--- config.mk ---
export PLATFORM = sky130hd
export DESIGN_NAME = paged_slot_table_engine_top
export DESIGN_NICKNAME = d
export VERILOG_FILES = /design/src/rtl/pste_pkg.sv /design/src/rtl/pste_datapath.sv /design/src/rtl/pste_ctrl.sv /design/src/rtl/paged_slot_table_engine_top.sv
export SDC_FILE = /design/constraint.sdc
export NUM_CORES = 2
export LEC_CHECK = 0
export BUFFER_PORTS_ARGS = -buffer_cell sky130_fd_sc_hd__buf_2
export CORE_ASPECT_RATIO = 0.6
export CORE_MARGIN = 8
export CORE_UTILIZATION = 40
export CTS_CLUSTER_DIAMETER = 80
export DETAILED_ROUTE_END_ITERATION = 10
export HOLD_SLACK_MARGIN = 0.08
export SYNTH_ARGS = -nofsm -noshare
export SYNTH_HDL_FRONTEND = slang
export SYNTH_SLANG_ARGS = --single-unit
--- constraint.sdc ---
create_clock -name aclk -period 7.8 [get_ports aclk]
set_input_delay 1.95 -clock aclk [delete_from_list [all_inputs] [get_ports aclk]]
set_output_delay 1.95 -clock aclk [all_outputs]
set_load 0.01 [all_outputs]
--- src/rtl/pste_pkg.sv ---
// Package for the paged slot table engine: command codes, status codes,
// table geometry, controller states and the command/status structs. No dependencies.
`timescale 1ns / 1ps
package pste_pkg;

    localparam int SLOTS_PER_PAGE = 8;
    localparam int PAGES          = 8;
    localparam int VALUE_BITS     = 32;

    localparam logic [1:0] CMD_INSERT  = 2'd0;
    localparam logic [1:0] CMD_REMOVE  = 2'd1;
    localparam logic [1:0] CMD_SEARCH  = 2'd2;
    localparam logic [1:0] CMD_COMPACT = 2'd3;

    localparam logic [1:0] ST_OK       = 2'd0;
    localparam logic [1:0] ST_FULL     = 2'd1;
    localparam logic [1:0] ST_NOTFOUND = 2'd2;
    localparam logic [1:0] ST_NOPAGES  = 2'd3;

    typedef enum logic [2:0] {
        S_IDLE,
        S_SCAN,
        S_WAIT,
        S_DONE
    } state_t;

    // controller to datapath
    typedef struct packed {
        logic load;    // capture command and reset the scan state
        logic step;    // advance the scan by one slot
        logic finish;  // apply end-of-command updates
        logic emit;    // place a result in the output register
        logic emit_last;
        logic [1:0] emit_status;
        logic emit_use_slot;
    } dp_cmd_t;

    // datapath to controller
    typedef struct packed {
        logic [1:0] cmd;
        logic no_pages;
        logic scan_end;    // current slot is the last one to visit
        logic hit;         // current slot is an insert, search or compact hit
        logic found_any;   // a search hit is held back for reporting
        logic remove_ok;
        logic out_busy;    // output register holds an untaken result
    } dp_stat_t;

endpackage

--- src/rtl/pste_datapath.sv ---
// Datapath of the paged slot table engine: slot store, valid bits,
// scan pointer, counters and the output register. Uses pste_pkg.
`timescale 1ns / 1ps
module pste_datapath
    import pste_pkg::*;
(
    input  logic        aclk,
    input  logic        aresetn,
    input  dp_cmd_t     ctl,
    output dp_stat_t    stat,
    input  logic [1:0]  in_cmd,
    input  logic [31:0] in_value,
    input  logic [5:0]  in_slot,
    output logic        out_valid,
    input  logic        out_ready,
    output logic [5:0]  out_slot,
    output logic [1:0]  out_status,
    output logic [6:0]  out_items,
    output logic [3:0]  out_pages,
    output logic        out_last
);

    localparam int TOTAL = PAGES * SLOTS_PER_PAGE;
    localparam int IW    = (TOTAL > 1) ? $clog2(TOTAL) : 1;
    localparam int CW    = $clog2(TOTAL + 1);
    localparam int PW    = $clog2(PAGES + 1);

    logic [VALUE_BITS-1:0] mem [TOTAL];
    logic [TOTAL-1:0]      valid_reg, valid_next;
    logic [CW-1:0]         items_reg, items_next;
    logic [PW-1:0]         pages_reg, pages_next;
    logic [IW-1:0]         rd_reg, rd_next;     // scan pointer
    logic [CW-1:0]         wr_reg, wr_next;     // compact write pointer
    logic [1:0]            cmd_reg;
    logic [VALUE_BITS-1:0] key_reg;
    logic [5:0]            rslot_reg;
    logic                  pend_reg, pend_next;           // search hit held back
    logic [IW-1:0]         pend_slot_reg, pend_slot_next;
    logic [VALUE_BITS-1:0] rd_data_reg;
    logic                  rd_live;
    logic                  hit;
    logic                  out_valid_reg;
    logic [5:0]            o_slot_reg;
    logic [1:0]            o_status_reg;
    logic [6:0]            o_items_reg;
    logic [3:0]            o_pages_reg;
    logic                  o_last_reg;
    logic [PW-1:0]         ins_page;
    logic [CW-1:0]         wr_round;

    assign rd_live = valid_reg[rd_reg];

    // hit for the current command at the scan pointer
    always_comb begin
        case (cmd_reg)
            CMD_INSERT:  hit = !rd_live;
            CMD_SEARCH:  hit = rd_live && (rd_data_reg == key_reg);
            CMD_COMPACT: hit = rd_live;
            default:     hit = 1'b0;
        endcase
    end

    assign ins_page = PW'(({{(32-IW){1'b0}}, rd_reg} / SLOTS_PER_PAGE) + 1);
    assign wr_round = CW'((32'(wr_reg) + SLOTS_PER_PAGE - 1) / SLOTS_PER_PAGE);

    assign stat.cmd       = cmd_reg;
    assign stat.no_pages  = (pages_reg == '0);
    assign stat.scan_end  = (32'(rd_reg) == TOTAL - 1);
    assign stat.hit       = hit;
    assign stat.found_any = pend_reg;
    assign stat.remove_ok = (32'(rslot_reg) < TOTAL) && valid_reg[rslot_reg[IW-1:0]];
    assign stat.out_busy  = out_valid_reg && !out_ready;

    // next values of scan and table state
    always_comb begin
        valid_next     = valid_reg;
        items_next     = items_reg;
        pages_next     = pages_reg;
        rd_next        = rd_reg;
        wr_next        = wr_reg;
        pend_next      = pend_reg;
        pend_slot_next = pend_slot_reg;
        if (ctl.load) begin
            rd_next   = '0;
            wr_next   = '0;
            pend_next = 1'b0;
        end
        if (ctl.step) begin
            if (hit && cmd_reg == CMD_INSERT) begin
                valid_next[rd_reg] = 1'b1;
                items_next = items_reg + 1'b1;
                if (pages_reg < ins_page)
                    pages_next = ins_page;
            end
            if (hit && cmd_reg == CMD_SEARCH) begin
                pend_next      = 1'b1;
                pend_slot_next = rd_reg;
            end
            if (hit && cmd_reg == CMD_COMPACT) begin
                valid_next[rd_reg] = 1'b0;
                valid_next[wr_reg[IW-1:0]] = 1'b1;
                wr_next = wr_reg + 1'b1;
            end
            if (!stat.scan_end)
                rd_next = rd_reg + 1'b1;
        end
        if (ctl.finish) begin
            if (cmd_reg == CMD_REMOVE) begin
                valid_next[rslot_reg[IW-1:0]] = 1'b0;
                items_next = items_reg - 1'b1;
            end
            if (cmd_reg == CMD_COMPACT)
                pages_next = PW'(wr_round);
        end
    end

    // hold table control state
    always_ff @(posedge aclk) begin
        if (!aresetn) begin
            valid_reg <= '0;
            items_reg <= '0;
            pages_reg <= PW'(1);
        end else begin
            valid_reg <= valid_next;
            items_reg <= items_next;
            pages_reg <= pages_next;
        end
        rd_reg        <= rd_next;
        wr_reg        <= wr_next;
        pend_reg      <= pend_next;
        pend_slot_reg <= pend_slot_next;
        if (ctl.load) begin
            cmd_reg   <= in_cmd;
            key_reg   <= in_value[VALUE_BITS-1:0];
            rslot_reg <= in_slot;
        end
    end

    // write the slot store (insert value or compact move), read ahead at the next pointer
    always_ff @(posedge aclk) begin
        if (ctl.step && hit && cmd_reg == CMD_INSERT)
            mem[rd_reg] <= key_reg;
        else if (ctl.step && hit && cmd_reg == CMD_COMPACT)
            mem[wr_reg[IW-1:0]] <= rd_data_reg;
        rd_data_reg <= mem[rd_next];
    end

    // output register, loaded with counts after this cycle's update
    always_ff @(posedge aclk) begin
        if (!aresetn) begin
            out_valid_reg <= 1'b0;
        end else if (ctl.emit) begin
            out_valid_reg <= 1'b1;
        end else if (out_ready) begin
            out_valid_reg <= 1'b0;
        end
        if (ctl.emit) begin
            o_slot_reg   <= ctl.emit_use_slot ?
                            ((cmd_reg == CMD_SEARCH) ? 6'(pend_slot_reg) : 6'(rd_reg)) : 6'd0;
            o_status_reg <= ctl.emit_status;
            o_items_reg  <= 7'(items_next);
            o_pages_reg  <= 4'(pages_next);
            o_last_reg   <= ctl.emit_last;
        end
    end

    assign out_valid  = out_valid_reg;
    assign out_slot   = o_slot_reg;
    assign out_status = o_status_reg;
    assign out_items  = o_items_reg;
    assign out_pages  = o_pages_reg;
    assign out_last   = o_last_reg;

`ifndef SYNTH
    a_items_bound: assert property (@(posedge aclk) disable iff (!aresetn)
        32'(items_reg) <= TOTAL) else $error("item count beyond store");
    a_items_match: assert property (@(posedge aclk) disable iff (!aresetn)
        32'(items_reg) == $countones(valid_reg)) else $error("item count drift");
    a_emit_free: assert property (@(posedge aclk) disable iff (!aresetn)
        ctl.emit |-> !stat.out_busy) else $error("result overwritten");
`endif

endmodule

--- src/rtl/pste_ctrl.sv ---
// Controller of the paged slot table engine: sequences scans and results.
// Uses pste_pkg.
`timescale 1ns / 1ps
module pste_ctrl
    import pste_pkg::*;
(
    input  logic     aclk,
    input  logic     aresetn,
    input  logic     in_valid,
    output logic     in_ready,
    input  dp_stat_t stat,
    output dp_cmd_t  ctl
);

    state_t state_reg, state_next;

    // advance state
    always_ff @(posedge aclk) begin
        if (!aresetn)
            state_reg <= S_IDLE;
        else
            state_reg <= state_next;
    end

    // next state
    always_comb begin
        state_next = state_reg;
        case (state_reg)
            S_IDLE: if (in_valid) state_next = S_WAIT;
            S_WAIT: begin
                if (!stat.out_busy) begin
                    if (stat.cmd == CMD_REMOVE || stat.no_pages && stat.cmd != CMD_INSERT)
                        state_next = S_IDLE;
                    else
                        state_next = S_SCAN;
                end
            end
            S_SCAN: begin
                if (!stat.out_busy) begin
                    if (stat.cmd == CMD_INSERT && stat.hit)
                        state_next = S_IDLE;
                    else if (stat.scan_end)
                        state_next = (stat.cmd == CMD_INSERT) ? S_IDLE : S_DONE;
                end
            end
            S_DONE: if (!stat.out_busy) state_next = S_IDLE;
            default: state_next = S_IDLE;
        endcase
    end

    // outputs
    always_comb begin
        in_ready = (state_reg == S_IDLE);
        ctl = '0;
        ctl.load = (state_reg == S_IDLE) && in_valid;
        case (state_reg)
            S_WAIT: begin
                if (!stat.out_busy) begin
                    if (stat.no_pages && stat.cmd != CMD_INSERT) begin
                        ctl.emit = 1'b1;
                        ctl.emit_last = 1'b1;
                        ctl.emit_status = ST_NOPAGES;
                    end else if (stat.cmd == CMD_REMOVE) begin
                        ctl.emit = 1'b1;
                        ctl.emit_last = 1'b1;
                        ctl.finish = stat.remove_ok;
                        ctl.emit_status = stat.remove_ok ? ST_OK : ST_NOTFOUND;
                    end
                end
            end
            S_SCAN: begin
                if (!stat.out_busy) begin
                    ctl.step = 1'b1;
                    case (stat.cmd)
                        CMD_INSERT: begin
                            if (stat.hit || stat.scan_end) begin
                                ctl.emit = 1'b1;
                                ctl.emit_last = 1'b1;
                                ctl.emit_use_slot = stat.hit;
                                ctl.emit_status = stat.hit ? ST_OK : ST_FULL;
                            end
                        end
                        CMD_SEARCH: begin
                            // release the held match once a later one turns up
                            if (stat.hit && stat.found_any) begin
                                ctl.emit = 1'b1;
                                ctl.emit_use_slot = 1'b1;
                                ctl.emit_status = ST_OK;
                            end
                        end
                        default: ;
                    endcase
                end
            end
            S_DONE: begin
                // final search match, not found, or compact result
                if (!stat.out_busy) begin
                    ctl.finish = 1'b1;
                    ctl.emit = 1'b1;
                    ctl.emit_last = 1'b1;
                    ctl.emit_use_slot = (stat.cmd == CMD_SEARCH) && stat.found_any;
                    ctl.emit_status = (stat.cmd == CMD_SEARCH && !stat.found_any) ?
                                      ST_NOTFOUND : ST_OK;
                end
            end
            default: ;
        endcase
    end

`ifndef SYNTH
    a_load_idle: assert property (@(posedge aclk) disable iff (!aresetn)
        ctl.load |=> state_reg == S_WAIT) else $error("load without wait");
    a_step_scan: assert property (@(posedge aclk) disable iff (!aresetn)
        ctl.step |-> state_reg == S_SCAN) else $error("step outside scan");
    a_done_emit: assert property (@(posedge aclk) disable iff (!aresetn)
        (state_reg == S_DONE && !stat.out_busy) |-> ctl.emit && ctl.emit_last)
        else $error("final result lost");
`endif

endmodule

--- src/rtl/paged_slot_table_engine_top.sv ---
// Paged slot table engine: insert, remove, search and compact over a slot table.
// Remove and no-pages results need no scan; insert scans one slot per cycle while no result
// waits, stopping at the first free slot; search and compact visit every slot.
// Throughput: one command at a time; a search match is held until the next match or the
// end of the scan, then matches leave at most one per cycle; a waiting result stalls the scan.
// Reset (aresetn low, synchronous) clears valid bits, item count, sets one page.
`timescale 1ns / 1ps
module paged_slot_table_engine_top
    import pste_pkg::*;
(
    input  logic        aclk,
    input  logic        aresetn,
    input  logic        s_tvalid,
    output logic        s_tready,
    input  logic [39:0] s_tdata,  // cmd[1:0], value[33:2], slot[39:34]
    output logic        m_tvalid,
    input  logic        m_tready,
    output logic [23:0] m_tdata,  // slot_out[5:0], status[7:6], item_count[14:8],
                                  // page_count[18:15], zero fill
    output logic        m_tlast
);

    dp_cmd_t  ctl;
    dp_stat_t stat;
    logic [5:0] o_slot;
    logic [1:0] o_status;
    logic [6:0] o_items;
    logic [3:0] o_pages;

    pste_ctrl u_ctrl (
        .aclk(aclk), .aresetn(aresetn),
        .in_valid(s_tvalid), .in_ready(s_tready),
        .stat(stat), .ctl(ctl)
    );

    pste_datapath u_dp (
        .aclk(aclk), .aresetn(aresetn), .ctl(ctl), .stat(stat),
        .in_cmd(s_tdata[1:0]), .in_value(s_tdata[33:2]), .in_slot(s_tdata[39:34]),
        .out_valid(m_tvalid), .out_ready(m_tready),
        .out_slot(o_slot), .out_status(o_status), .out_items(o_items),
        .out_pages(o_pages), .out_last(m_tlast)
    );

    assign m_tdata = {5'd0, o_pages, o_items, o_status, o_slot};

endmodule

# ---- After elaboration in Yosys (flattened, before gate mapping)
# Memories as Yosys holds them, arrays and structs flattened. A register that Yosys moved wholly into a read port is not among the register bits.
# Index checks and enable logic that the tools add are counted.
dict set report classes {
  bitwise 6
  addsub 7
  magnitude_cmp 7
  n_eq_ne 13
  n_reduce_logical 29
  n_mux 75
}
# cell n
set ops {}
lappend ops {{2-to-1 mux 64 bit} 6}
lappend ops {{AND 64 bit} 2}
lappend ops {{NOT 64 bit} 2}
lappend ops {{bitwise OR 64 bit} 2}
lappend ops {{2-to-1 mux 7 bit} 7}
lappend ops {{2-to-1 mux 6 bit} 6}
lappend ops {{== test 32 bit} 1}
lappend ops {{2-to-1 mux 32 bit} 1}
lappend ops {{OR reduction 32 bit} 1}
lappend ops {{2-to-1 mux 1 bit} 24}
lappend ops {{2-to-1 mux 4 bit} 6}
lappend ops {{< comparator 6 x 7 -> 1 bit (second input constant)} 3}
lappend ops {{2-to-1 mux 5 bit} 4}
lappend ops {{demux 1 bit (select 6 bit)} 3}
lappend ops {{>= comparator 6 x 1 -> 1 bit (second input constant)} 3}
lappend ops {{2-to-1 mux 3 bit} 6}
lappend ops {{logical AND 1 bit} 16}
lappend ops {{adder 7 x 1 -> 7 bit (second input constant)} 2}
lappend ops {{subtractor 7 x 1 -> 7 bit (second input constant)} 2}
lappend ops {{binary-select mux 1 bit (select 6 bit)} 2}
lappend ops {{one-hot mux 3 bit (4 select lines)} 1}
lappend ops {{one-hot mux 4 bit (3 select lines)} 1}
lappend ops {{!= test 2 bit (second input constant)} 4}
lappend ops {{adder 7 x 4 -> 7 bit (second input constant)} 1}
lappend ops {{other kinds (21)} 31}
dict set report totals {
  memories 1
  ram_bits 2048
  register_bits 159
  output_inout_bits 27
}
# memory words word_bits read_ports rd_clocked_by_memory_dff write_ports line_no
set mem_list {}
lappend mem_list {u_dp.mem 64 32 1 1 1 pste_datapath.sv:28} ;# logic [VALUE_BITS-1:0] mem [TOTAL];

# ---- Depth between registers and ports, before layout
dict set report depth {
  depth_word 14
  ltp_mapped 15
}

# ---- Modules after synthesis
# A second synthesis with hierarchy kept.
dict set report unflattened {
  hier_cells 5268
  hier_area_um2 88901.5
}
# module seq_area_each_um2 instances cells_per_inst area_per_inst_um2
set by_module_without_submodules {}
lappend by_module_without_submodules {pste_datapath 65923.2 1 5216 88552.4}
lappend by_module_without_submodules {pste_ctrl 40.0 1 46 307.8}
lappend by_module_without_submodules {paged_slot_table_engine_top 0.0 1 6 41.3}

# ---- Worst setup path after synthesis
# No wires, ideal clock.
dict set report synth_path {
  path_type {input to register}
  startpoint {input port m_tready}
  endpoint {memory u_dp.mem[0][24] (data pin)}
  setup_ns 0.702
  path_slack_ns 1.791
  path_buffers 2
  required_ns 7.098
  t_arrival_ns 5.307
  cell_stages 6
  cell_sequence {nand2b_1 -> nand2_1 -> nor3_4 -> buf_2 -> buf_2 -> o21ai_0}
}
dict set report synth_via {
  elab_chain_cells 11
  word_cells_on_any_way 12
  classes_between {6 x mux; 6 x reduce/logical}
}
# item line_no
set synth_rtl {}
lappend synth_rtl {{start, declared} paged_slot_table_engine_top.sv:17} ;# input logic m_tready,
lappend synth_rtl {{zero test 1 bit *} pste_datapath.sv:72} ;# assign stat.out_busy = out_valid_reg && !out_ready;
lappend synth_rtl {{logical AND 1 bit *} pste_datapath.sv:72}
lappend synth_rtl {{2-to-1 mux 1 bit *} pste_ctrl.sv:72} ;# if (!stat.out_busy) begin
lappend synth_rtl {{2-to-1 mux 1 bit *} pste_ctrl.sv:56} ;# case (state_reg)
lappend synth_rtl {{logical AND 1 bit *} {pste_datapath.sv:141, pste_datapath.sv:143}}
lappend synth_rtl {{logical AND 1 bit} pste_datapath.sv:143} ;# else if (ctl.step && hit && cmd_reg == CMD_COMPACT)
lappend synth_rtl {{2-to-1 mux 1 bit} pste_datapath.sv:143}
lappend synth_rtl {{2-to-1 mux 1 bit *} pste_datapath.sv:141} ;# if (ctl.step && hit && cmd_reg == CMD_INSERT)
lappend synth_rtl {{2-to-1 mux 1 bit (implied by the code) *} pste_datapath.sv:144} ;# mem[wr_reg[IW-1:0]] <= rd_data_reg;
lappend synth_rtl {{OR reduction 32 bit (no source line) *} -}
lappend synth_rtl {{2-to-1 mux 32 bit (no source line) *} -}
lappend synth_rtl {{end, declared} pste_datapath.sv:28}
# Every way passes the cells marked *; elsewhere a longest branch is shown, timed or not.

# ---- Final worst setup path
dict set report layout_path {
  startpoint {input port s_tvalid}
  endpoint {register u_dp.rd_data_reg[9] (read register of u_dp.mem)}
}
dict set report layout_via {
  elab_chain_cells 4
}
# item line_no
set layout_rtl {}
lappend layout_rtl {{start, declared} paged_slot_table_engine_top.sv:13} ;# input logic s_tvalid,
lappend layout_rtl {{logical AND 1 bit *} pste_ctrl.sv:55} ;# ctl.load = (state_reg == S_IDLE) && in_valid;
lappend layout_rtl {{2-to-1 mux 6 bit *} pste_datapath.sv:83} ;# if (ctl.load) begin
lappend layout_rtl {{2-to-1 mux 6 bit} pste_datapath.sv:104} ;# if (!stat.scan_end)
lappend layout_rtl {{2-to-1 mux 6 bit *} pste_datapath.sv:88} ;# if (ctl.step) begin
lappend layout_rtl {{end, declared} pste_datapath.sv:39} ;# logic [VALUE_BITS-1:0] rd_data_reg;
# Marked as above.
# A chain may end at the register's enable or synchronous reset.

==> impl_results.md <==
* Run status: complete, but fails checks
* Failing checks: capacitance limit, slew limit
* Pre-CTS setup slack at ~1100 ps
* CP delay by family, top: simple AND/OR/NAND/NOR gates
* Detailed Routing Iterations Pass 1 at 6
* Worst Reg-to-Reg Cells at 13
* Antenna viol nets, final at 0
* Synthesized cell area at approximately 0.09 mm^2
* Critical R2R Capture: u_dp.rd_data_reg[9]
* Root Driver: clkbuf_16
* GRT Total Usage at 23.2%
* Area grow syn2layout at 12.7%
* Critical Path Stages at 12
* Met3 GRT Util at under 10%
* Port Buffers at 65
* Crit end category: flip-flop
* Synth warn at 0
* Power Dens Cells at ~250 mW/mm^2
* Hold Fails Final Rpt at 0
* Synth Area in Compound Gates at 6.93%
* Sw Ratio at around 25%
* Design area at roughly 0.10 mm^2
* Post-CTS Setup Repair Bufs at 0
* Hold Path Class: reg -> reg
* Routability cong. at roughly 0.92
* I/O Pins at 71
* Post-layout util at a little under half
* Layout Nets at 6783
* Share of post-route cells with drive strength above 1 at between 10% and 20%
* Worst path required time at about 8400 ps
* DIE AREA at about 0.25 mm^2
* Clock latency on the worst-skew pair at 900 ps
* Placed Instances at roughly 9600
* Worst VDD drop at around 0.17 mV
* Worst hold slack at between 500 and 600 ps
* Sequential fraction of the synthesis area at 72.0%
* Largest net degree at the start of global routing at ~180
* Gr ovfl total at 0
* Critical path buffers and inverters at 4
* Tot Pwr at 26.1 mW
* Ys flop type: edfxtp_1
* GR Util met2 at a little under a third
* Max Cap Violations at 3
* CTS tree: yes
* Critical path endpoint: u_dp.rd_data_reg[9]
* Worst reg2reg startpoint: u_dp.rd_reg[0]
* Synth cell count leaders: edfxtp_1, nand2_1, mux2i_1
* Cells after Synth at ~6700
* Routed wire length per instance at between 20 and 30 um
* Number of global-route vias before repair at approximately 56000
* Max reg flops at about 2000
* Mux cell area share after synthesis at between 6 and 7%
* Synth top area share at 69.3%
* Max stage delay on crit path at roughly 1100 ps
* Met1 Resource Use GR at 35.6%
* EDFF count, synth at roughly 2100
* Worst rel slew slack at -6.37%
* Fillers at between 20000 and 25000
* Post-route setup TNS at 0 ps
* Initial core utilization at between 40% and 50%
* Synth area leader: edfxtp_1
* Critical path fanouts, max at 107
* Finished Layout Cells at 9932
* Number of CTS-inserted buffers at between 200 and 250
* Post-Synth XOR/XNOR Area at less than 1%
* Synth Register Bits at around 2200
* Clock Skew at between 90 and 100 ps
* Die H at 387 um
* Detailed Route WL at ~300 mm
* CP startpoint: s_tvalid
* Worst slew pin tran at 1590 ps
* Fin crit period at approximately 6100 ps
* RSZ-0062 raised after global routing: no
* Rows at 136
* # DRC at 0
* Mean post-synth cell area at ~14 um^2
* Core Box Area at about 0.23 mm^2
* Switch Pwr at roughly 6.6 mW
* Clock sink total at 2238
* Synth async-reset ratio at 0%
* Worst-case clock buffer depth at 4
* Cell Area, Placed at roughly 0.097 mm^2
* Final setup margin at about 1700 ps
* Via Count at about 60000
* Antenna violations before repair at 21
* Comb pwr share at between 10 and 15%
* Ranking of synthesized cells by area: edfxtp_1, nand2_1, mux2i_1
* Post-Synth Adder-Cell Area at less than 1%
* Cts repair resizes at 0
* Register area at around 0.066 mm^2
* Slowest stage cell on the critical path: nor4_1
* Pins Over Slew Limit at 18
* Area of the multi-input gates at about 0.024 mm^2
* Crit Path Category: in -> reg
* F_max at 165 MHz
* DP HPWL at 174 mm
* Setup Viol. Count Final at 0
* Iteration-0 DRC Markers at roughly 9100
* Leak at roughly 34 nW
* Synth Area in Simple Gates at roughly an eighth
* Hold-fix buffers, CTS at 0
* Clock power frac at between 30 and 40%
* Largest family of logic cells by synthesized area: simple AND/OR/NAND/NOR gates
* Critical Path Source Type: primary input
* Most frequent cell after synthesis: edfxtp_1
* Internal at between 15 and 20 mW
* Global routing's busiest layer: met1
* Global-route wire length before repair at between 400 and 500 mm
* # H-tree levels at 4
* Chip width at 634 um
* Clock slew at the register clock pins of the worst setup and hold paths at approximately 70 ps
* Power share of the sequential group at 51.4%
* Via density at slightly above 6
* Critical-path cell list: buf_2 > or3b_1 > nand2_1 > o21a_4 > inv_8 > buf_12 > buf_12 > mux2i_1 > mux2i_1 > a32o_1 > nor4_1 > o32ai_1
* Crit share post-route at 77.9%
* Synth cell types at 76
* Register-to-Register Setup Slack at roughly 1700 ps
* Arrival time worst endpoint at roughly 6700 ps
cells by family after synthesis:
logic type | after synthesis
other | 1
buffers and inverters | 497
and+or+nand+nor | 2539
adders and majority gates | 9
xor gates and xnor gates | 44
DFF | 2238
AOI/OAI and AO/OA | 844
muxes | 478
worst min path at each step:
stage                      startpoint                     to  slack, ps  cells after the start
floorplan              u_dp.rd_reg[2]  u_dp.pend_slot_reg[2]        410                      0
global placement    u_dp.items_reg[6]      u_dp.items_reg[6]        470                      2
detailed placement  u_dp.items_reg[6]      u_dp.items_reg[6]        490                      2
CTS                 u_dp.items_reg[6]      u_dp.items_reg[6]        500                      2
global route        u_dp.items_reg[6]      u_dp.items_reg[6]        540                      2
finish              u_dp.items_reg[6]      u_dp.items_reg[6]        500                      2
cell type report:
| type | instances | share of cell area, % |
|---|---|---|
| Timing Repair Buffer | 340 | 2.57 |
| Antenna cell | 7 | 0.0170 |
| Tap cell | 3036 | 3.68 |
| Sequential cell | 2238 | 63.9 |
| Inverter | 30 | 0.125 |
| Multi-Input combinational cell | 3919 | 23.7 |
| Clock buffer | 252 | 5.14 |
| Clock inverter | 110 | 0.902 |
worst min-delay path, stage by stage (launching register included):
cell     delay [ps]
dfxtp_1         330
nand2_1          60
mux2i_1          60
layout by cell type, fill, tap and decap left out, drive strengths merged, types with 12 or more instances in the layout:
master	count
a211oi	36
o21ai	154
nor2	162
xnor2	12
a32o	65
or3	15
nor4	81
buf	340
nand2	1606
clkbuf	252
mux2	85
o221ai	36
mux4	51
edfxtp	2114
a2111oi	40
nand2b	17
nand3	328
nor3	72
bufinv	15
a31o	32
and3	202
a31oi	40
o32ai	33
dfxtp	124
inv	33
mux2i	342
xor2	32
o31ai	39
a311oi	193
o41ai	31
a21oi	90
clkinv	85
and2	12
nor2b	13
power groups by stage:
stage | combinational, mW | sequential, mW | clock [mW]
after global routing | 3.01 | 13.4 | 10.3
after floorplan | 1.66 | 13.6 | 0
after detailed placement | 2.80 | 13.6 | 0
after CTS | 2.81 | 13.4 | 9.86
final | 2.87 | 13.4 | 9.81
after global placement | 2.76 | 13.6 | 0
per-layer routing:
metal | vias up | share of wire [%]
met5 | - | 0.019
met4 | 8 | 2.6
met1 | 30800 | 43
li1 | 25300 | -
met2 | 3862 | 41
met3 | 505 | 13
No activity file was read; power rests on OpenSTA's default activity.
